--- src/rtl/fpts_pkg.sv ---
// Shared types and constants for the fixed-priority task selector.
package fpts_pkg;

  localparam logic [1:0] OP_CREATE   = 2'd0;
  localparam logic [1:0] OP_WAIT     = 2'd1;
  localparam logic [1:0] OP_START    = 2'd2;
  localparam logic [1:0] OP_SCHEDULE = 2'd3;

  localparam logic [7:0] LIMIT_RESET = 8'd10;

  typedef struct packed {
    logic [1:0] opcode;
    logic [7:0] task_priority;
    logic [7:0] task_id;
  } in_word_t;

  typedef struct packed {
    logic [2:0] selected_slot;
    logic [7:0] selected_id;
    logic       selected_ready;
    logic       status;
  } out_word_t;

  typedef struct packed {
    logic       wr_en;
    logic       clr_en;
    logic       start_en;
    logic [7:0] wr_prio;
    logic [7:0] wr_id;
    logic [7:0] start_id;
  } cell_ctl_t;

  typedef struct packed {
    logic       tok;
    logic       found;
    logic [7:0] best;
  } scan_t;

  typedef enum logic [1:0] {
    ST_IDLE,
    ST_SCAN,
    ST_DONE
  } fpts_state_t;

endpackage

--- src/rtl/fpts_cell.sv ---
// One task slot of the selector chain, with its stage of the selection scan.
module fpts_cell #(
  parameter int IDXW = 3,
  parameter int IDX  = 0
) (
  input  logic                clk,
  input  logic                rst_n,
  input  fpts_pkg::cell_ctl_t ctl_i,
  input  fpts_pkg::scan_t     scan_i,
  input  logic [IDXW-1:0]     sel_i,
  output fpts_pkg::scan_t     scan_o,
  output logic [IDXW-1:0]     sel_o,
  output logic [7:0]          id_o,
  output logic                ready_o
);
  import fpts_pkg::*;

  logic            used_r;
  logic            ready_r;
  logic [7:0]      prio_r;
  logic [7:0]      id_r;
  scan_t           scan_r;
  scan_t           scan_nxt;
  logic [IDXW-1:0] sel_r;
  logic [IDXW-1:0] sel_nxt;
  logic            qualify;

  always_comb begin
    qualify        = scan_i.tok && used_r && ready_r && (prio_r <= scan_i.best);
    scan_nxt.tok   = scan_i.tok;
    scan_nxt.found = scan_i.found | qualify;
    scan_nxt.best  = qualify ? prio_r : scan_i.best;
    sel_nxt        = qualify ? IDXW'(IDX) : sel_i;
  end

  always_ff @(posedge clk) begin
    if (!rst_n) begin
      used_r  <= 1'b0;
      ready_r <= 1'b0;
      prio_r  <= '0;
      id_r    <= '0;
      scan_r  <= '0;
      sel_r   <= '0;
    end else begin
      if (ctl_i.wr_en) begin
        used_r  <= 1'b1;
        ready_r <= 1'b1;
        prio_r  <= ctl_i.wr_prio;
        id_r    <= ctl_i.wr_id;
      end else if (ctl_i.clr_en) begin
        ready_r <= 1'b0;
      end else if (ctl_i.start_en && used_r && (id_r == ctl_i.start_id)) begin
        ready_r <= 1'b1;
      end
      scan_r <= scan_nxt;
      sel_r  <= sel_nxt;
    end
  end

  assign scan_o  = scan_r;
  assign sel_o   = sel_r;
  assign id_o    = id_r;
  assign ready_o = ready_r;

endmodule

--- src/rtl/fixed_priority_task_selector.sv ---
// Top level of the fixed-priority task selector: controller and chain of slot cells.
// A create or start word goes from acceptance to the done state and then into the output register
// when the output is not stalled. A wait or schedule word first launches the selection scan, which
// travels down the chain of slot cells one cell per clock; the selection is updated, if a cell
// qualified, as the scan leaves the last cell, and the result is then loaded into the output register.
// A new word is accepted only after the previous result has been loaded into the output register,
// so a stalled output also holds off new words.
module fixed_priority_task_selector #(
  parameter int SLOTS = 8
) (
  input  logic                clk,
  input  logic                rst_n,
  input  logic                in_valid,
  output logic                in_stall,
  input  fpts_pkg::in_word_t  in_word,
  output logic                out_valid,
  input  logic                out_stall,
  output fpts_pkg::out_word_t out_word,
  input  logic                cfg_wr_en,
  input  logic [7:0]          cfg_wr_data
);
  import fpts_pkg::*;

  localparam int IDXW = (SLOTS > 1) ? $clog2(SLOTS) : 1;
  localparam int CNTW = $clog2(SLOTS + 1);

  fpts_state_t     state_r;
  fpts_state_t     state_nxt;
  logic            start_r;
  logic            status_r;
  logic [CNTW-1:0] count_r;
  logic [IDXW-1:0] chosen_r;
  logic [7:0]      limit_r;
  logic            out_valid_r;
  out_word_t       out_word_r;

  logic            in_accept;
  logic            launch;
  logic            load_out;
  logic            scan_end;
  logic            is_create;
  logic            is_wait;
  logic            is_start;
  logic            table_full;

  cell_ctl_t       ctl      [SLOTS];
  scan_t           chain    [SLOTS+1];
  logic [IDXW-1:0] sel_chain[SLOTS+1];
  logic [7:0]      cell_id  [SLOTS];
  logic            cell_rdy [SLOTS];
  logic [IDXW+2:0] chosen_ext;

  assign in_stall   = (state_r != ST_IDLE);
  assign in_accept  = in_valid && !in_stall;
  assign is_create  = (in_word.opcode == OP_CREATE);
  assign is_wait    = (in_word.opcode == OP_WAIT);
  assign is_start   = (in_word.opcode == OP_START);
  assign table_full = (count_r == CNTW'(SLOTS));
  assign scan_end   = chain[SLOTS].tok;

  assign chain[0].tok   = start_r;
  assign chain[0].found = 1'b0;
  assign chain[0].best  = limit_r;
  assign sel_chain[0]   = '0;

  for (genvar i = 0; i < SLOTS; i++) begin : g_cell
    always_comb begin
      ctl[i].wr_en    = in_accept && is_create && (count_r == CNTW'(i));
      ctl[i].clr_en   = in_accept && is_wait && (chosen_r == IDXW'(i));
      ctl[i].start_en = in_accept && is_start;
      ctl[i].wr_prio  = in_word.task_priority;
      ctl[i].wr_id    = in_word.task_id;
      ctl[i].start_id = in_word.task_id;
    end

    fpts_cell #(
      .IDXW (IDXW),
      .IDX  (i)
    ) u_cell (
      .clk     (clk),
      .rst_n   (rst_n),
      .ctl_i   (ctl[i]),
      .scan_i  (chain[i]),
      .sel_i   (sel_chain[i]),
      .scan_o  (chain[i+1]),
      .sel_o   (sel_chain[i+1]),
      .id_o    (cell_id[i]),
      .ready_o (cell_rdy[i])
    );
  end

  always_ff @(posedge clk) begin
    if (!rst_n) begin
      state_r <= ST_IDLE;
    end else begin
      state_r <= state_nxt;
    end
  end

  always_comb begin
    state_nxt = state_r;
    launch    = 1'b0;
    load_out  = 1'b0;
    unique case (state_r)
      ST_IDLE: begin
        if (in_accept) begin
          if (is_create || is_start) begin
            state_nxt = ST_DONE;
          end else begin
            launch    = 1'b1;
            state_nxt = ST_SCAN;
          end
        end
      end
      ST_SCAN: begin
        if (scan_end) begin
          state_nxt = ST_DONE;
        end
      end
      ST_DONE: begin
        load_out = !out_valid_r || !out_stall;
        if (load_out) begin
          state_nxt = ST_IDLE;
        end
      end
      default: begin
        state_nxt = ST_IDLE;
      end
    endcase
  end

  assign chosen_ext = {3'b000, chosen_r};

  always_ff @(posedge clk) begin
    if (!rst_n) begin
      start_r     <= 1'b0;
      status_r    <= 1'b0;
      count_r     <= '0;
      chosen_r    <= '0;
      limit_r     <= LIMIT_RESET;
      out_valid_r <= 1'b0;
    end else begin
      start_r <= launch;
      if (cfg_wr_en) begin
        limit_r <= cfg_wr_data;
      end
      if (in_accept) begin
        status_r <= is_create && table_full;
        if (is_create && !table_full) begin
          count_r <= count_r + CNTW'(1);
        end
      end
      if (scan_end && chain[SLOTS].found) begin
        chosen_r <= sel_chain[SLOTS];
      end
      if (load_out) begin
        out_valid_r <= 1'b1;
      end else if (!out_stall) begin
        out_valid_r <= 1'b0;
      end
    end
  end

  always_ff @(posedge clk) begin
    if (load_out) begin
      out_word_r.selected_slot  <= chosen_ext[2:0];
      out_word_r.selected_id    <= cell_id[chosen_r];
      out_word_r.selected_ready <= cell_rdy[chosen_r];
      out_word_r.status         <= status_r;
    end
  end

  assign out_valid = out_valid_r;
  assign out_word  = out_word_r;

endmodule
--- config.mk ---
export PLATFORM = sky130hd
export DESIGN_NAME = fixed_priority_task_selector
export DESIGN_NICKNAME = d
export VERILOG_FILES = /design/src/rtl/fpts_pkg.sv /design/src/rtl/fpts_cell.sv /design/src/rtl/fixed_priority_task_selector.sv
export SDC_FILE = /design/constraint.sdc
export NUM_CORES = 1
export LEC_CHECK = 0
export ABC_AREA = 1
export BUFFER_PORTS_ARGS = -buffer_cell sky130_fd_sc_hd__buf_2
export CAP_MARGIN = 40
export CELL_PAD_IN_SITES_DETAIL_PLACEMENT = 1
export CELL_PAD_IN_SITES_GLOBAL_PLACEMENT = 2
export CORE_MARGIN = 2
export CORE_UTILIZATION = 36
export DETAILED_ROUTE_END_ITERATION = 8
export PLACE_DENSITY_LB_ADDON = 0.1
export SLEW_MARGIN = 20
export SYNTH_ARGS = -nofsm -noshare
export SYNTH_HDL_FRONTEND = slang
export SYNTH_SLANG_ARGS = --single-unit
--- constraint.sdc ---
create_clock -name clk -period 2.25 [get_ports clk]
set_input_delay 0.1125 -clock clk [delete_from_list [all_inputs] [get_ports clk]]
set_output_delay 0.1125 -clock clk [all_outputs]
set_load 0.005 [all_outputs]
==> impl_metrics.yaml <==
status:
  status: "completed"
logic_synthesis:
  netlist.area_leader.share_pct: 40.3
  syn-num-nets: 1849
  synthesis.instances: 1750
  async_flop_share_pct: 0
  yosysMostFrequentCell: "nand2_1"
  synth_edf_count: 13
  avgSynthCellArea_um2: 7.18
  yosysUniqueCellTypes: 37
  synth_top_area_cell: "dfxtp_1"
  ys_seq_area_share_pct: 43.4
  netlist_area_um2: 12600
  yosysWarnings: 0
  ys_top_cells_by_area: "dfxtp_1 40%, nand2_1 11%, a21oi_1 9.2%, inv_1 7.1%, ha_1 6.8%"
  synth_ff_type: "dfxtp_1"
  ys_seq_elements: 266
  synth_common_cells: "362 x nand2_1, 253 x dfxtp_1, 239 x inv_1"
power:
  seqPwrFrac_pct: 44.6
  clkPwrFrac_pct: 48.1
  p_switching_mw: 2.68
  switching_share_pct: 24.5
  peakVddDrop_v: 0.000485
  total_power_mw: 10.9
  power.density_nw_per_um2: 748
  comb_power_share_pct: 7.3
  leakage_nw: 6.13
  p_int_mw: 8.27
global_route:
  first_global_vias: 11600
  grt_pass1_wl_um: 63000
  grt.overflow.total: 0
  globalRouteMet1Util_pct: 30.0
  grt_busiest_layer: "met2"
  grt_use_met3_pct: 3.15
  antenna_found_initial: 0
  use_met2_pct: 36.9
  grt_usage_pct: 22.1
  grt_max_degree: 90
worst_setup_path:
  crit_family: "simple AND/OR/NAND/NOR gates"
  regToRegSetupSlack_ns: 0.29
  cp_common_cell: "nand2_1"
  path_cells: "inv_1 -> ha_1 -> a21oi_1 -> o21a_1 -> nand2_1 -> nand2_1 -> nand2_1 -> and3_1"
  critPathLaunch: "g_cell[5].u_cell.scan_o[7]"
  crit_arrival_ns: 2.37
  worstPathRequired_ns: 2.66
  endpoint_kind: "flip-flop"
  start_kind: "flip-flop"
  cp.buffers_inverters: 1
  ff2ff_path_depth: 8
  reg2reg_from: "g_cell[5].u_cell.scan_o[7]"
  regToRegEndpoint: "g_cell[6].u_cell.sel_o[0]"
  slowest_delay_ns: 0.43
  crit_type: "reg -> reg"
  cpMaxStageDelayCell: "nand2_1"
  cp_max_fo: 17
detailed_routing:
  drt_drc_violations_left: 0
  num_vias: 11400
  drtIter0Drc: 412
  wl_per_cell_um: 17.2
  antenna_left: 0
  wl_um: 39300
  first_pass_iters: 5
  viasPerCell: 4.99
clock_network:
  post_cts_resized: 0
  ctsHoldBuffers: 18
  cts_tree: "done"
  ctsRootBufferMaster: "clkbuf_16"
  cts_setup_buffers: 0
  clkLatencyLatePin_ns: 0.52
  cts.path.max_buffers: 3
  cts_buffers: 34
  htree_levels: 2
  cts_sinks: 266
  cts.reportedPaths.clkPinSlew_ns: 0.06
cells_and_area:
  design_area_um2: 14600
  fillerInstances: 4352
  layout-drive-gt1-share_pct: 8.19
  area_growth_pct: 16.4
  multi_input_comb_area_um2: 5850
  nets: 1908
  ff_latch_area_um2: 5460
placement:
  placed_cell_area_um2: 13400
  hpwl_um: 27900
  io_buffers: 45
  gp_congestion: 0.818
timing:
  hold_viol: 0
  maxSlewViolCount: 0
  rsz0062_at_grt: "no"
  setup-tns-final_ns: 0
  post-route-period-util_pct: 87.1
  layout_min_cycle_time_ns: 1.96
  relSlewSlack_pct: 54.6
  hold_slack_ns: 0.0269
  max_slew.worst_pin.slew_ns: 0.679
  max_freq_ghz: 0.510
  setup-violations-final: 0
  fin_worst_skew_ns: 0.0121
die:
  boundaryPins: 46
  fp.dieW_um: 191
  dieArea_um2: 36400
  num_rows: 68
  die_h_um: 191
  core_um2: 34500
  initial_core_util_pct: 36.5
min_path:
  holdPathEnd: "g_cell[4].u_cell.prio_r[5]"
  hp-class: "in -> reg"
  hold_depth: 3
  hp-start: "in_word[13]"
flow_run:
  max_cap_violations: 0
how the worst max path moves through the flow:
| stage | end | cells past startpoint | slack, ns |
|---|---|---|---|
| finish | g_cell[6].u_cell.sel_o[0] | 8 | 0.29 |
| global route | g_cell[6].u_cell.sel_o[0] | 8 | 0.06 |
| CTS | g_cell[6].u_cell.sel_o[1] | 8 | 0.28 |
| detailed placement | g_cell[6].u_cell.sel_o[0] | 8 | 0.30 |
| global placement | g_cell[6].u_cell.sel_o[1] | 8 | 0.34 |
| floorplan | g_cell[0].u_cell.scan_o[7] | 10 | 0.57 |
placed cells by master (no fill, tap or decap), drive strengths merged, types with 4 or more instances in the layout:
cell / instances
nor2: 166
o22ai: 11
nand3: 75
nor3: 7
ha: 68
o21ai: 154
o2111ai: 5
dlygate4sd3: 17
edfxtp: 13
nand4: 28
nand2: 363
dfxtp: 253
o21bai: 5
clkbuf: 50
o21a: 8
a31oi: 5
xnor2: 13
a21oi: 230
inv: 245
a22oi: 4
buf: 88
clkinv: 11
worst register-to-register path: stages (launching register included):
cell and delay, ns:
dfxtp_1 0.33, inv_1 0.05, ha_1 0.30, a21oi_1 0.16, o21a_1 0.14, nand2_1 0.05, nand2_1 0.43, nand2_1 0.20
and3_1 0.19
cell families after synthesis:
kind of cell    synth area share [%]
fa+ha+maj                       6.77
simple gates                    20.9
compound gates                  17.7
flops                           43.4
xor+xnor                        1.11
buf+inv                         10.1
stage by stage:
step / setup WS, ns / utilization, % / cells
after floorplan: 0.565 / - / 1750
after global placement: 0.344 / 38.8 / 2210
after detailed placement: 0.297 / 38.8 / 2210
after CTS: 0.280 / 42.5 / 2286
after global routing: 0.0557 / 42.5 / 2286
final: 0.290 / 42.5 / 2287
area by class of cell:
cell class | instances | area share, %
clock buffers | 50 | 7.07
multi-input cells | 1153 | 40.0
clock inverters | 8 | 0.299
repair buffers | 105 | 5.10
well taps | 455 | 3.89
flip-flops and latches | 266 | 37.3
diodes | 1 | 0.0171
inverters | 249 | 6.38
routing by layer:
layer / wire (µm) / up-vias / part of all wire, %
li1: - / 5770 / -
met1: 19000 / 5431 / 48
met2: 18100 / 161 / 46
met3: 1570 / 44 / 4.0
met4: 600 / 0 / 1.5
met5: 0 / - / 0
power groups by stage:
stage	registers, mW	clock network (mW)	logic (mW)
4_1_cts	4.88	5.42	0.814
2_1_floorplan	4.97	0	0.490
3_5_place_dp	4.98	0	0.778
3_3_place_gp	4.98	0	0.764
6_report	4.88	5.26	0.802
5_1_grt	4.89	5.62	0.915
sequential cells by signal, indices dropped and copies added (netlist names):
register / flops
state_r: 2
limit_r: 8
g_cell.u_cell.used_r: 8
status_r: 1
g_cell.u_cell.id_o: 64
chosen_r: 3
g_cell.u_cell.prio_r: 64
out_valid: 1
g_cell.u_cell.scan_o: 72
g_cell.u_cell.ready_o: 8
g_cell.u_cell.sel_o: 17
start_r: 1
out_word: 13
count_r: 4
No activity file was read; power rests on OpenSTA's default activity.
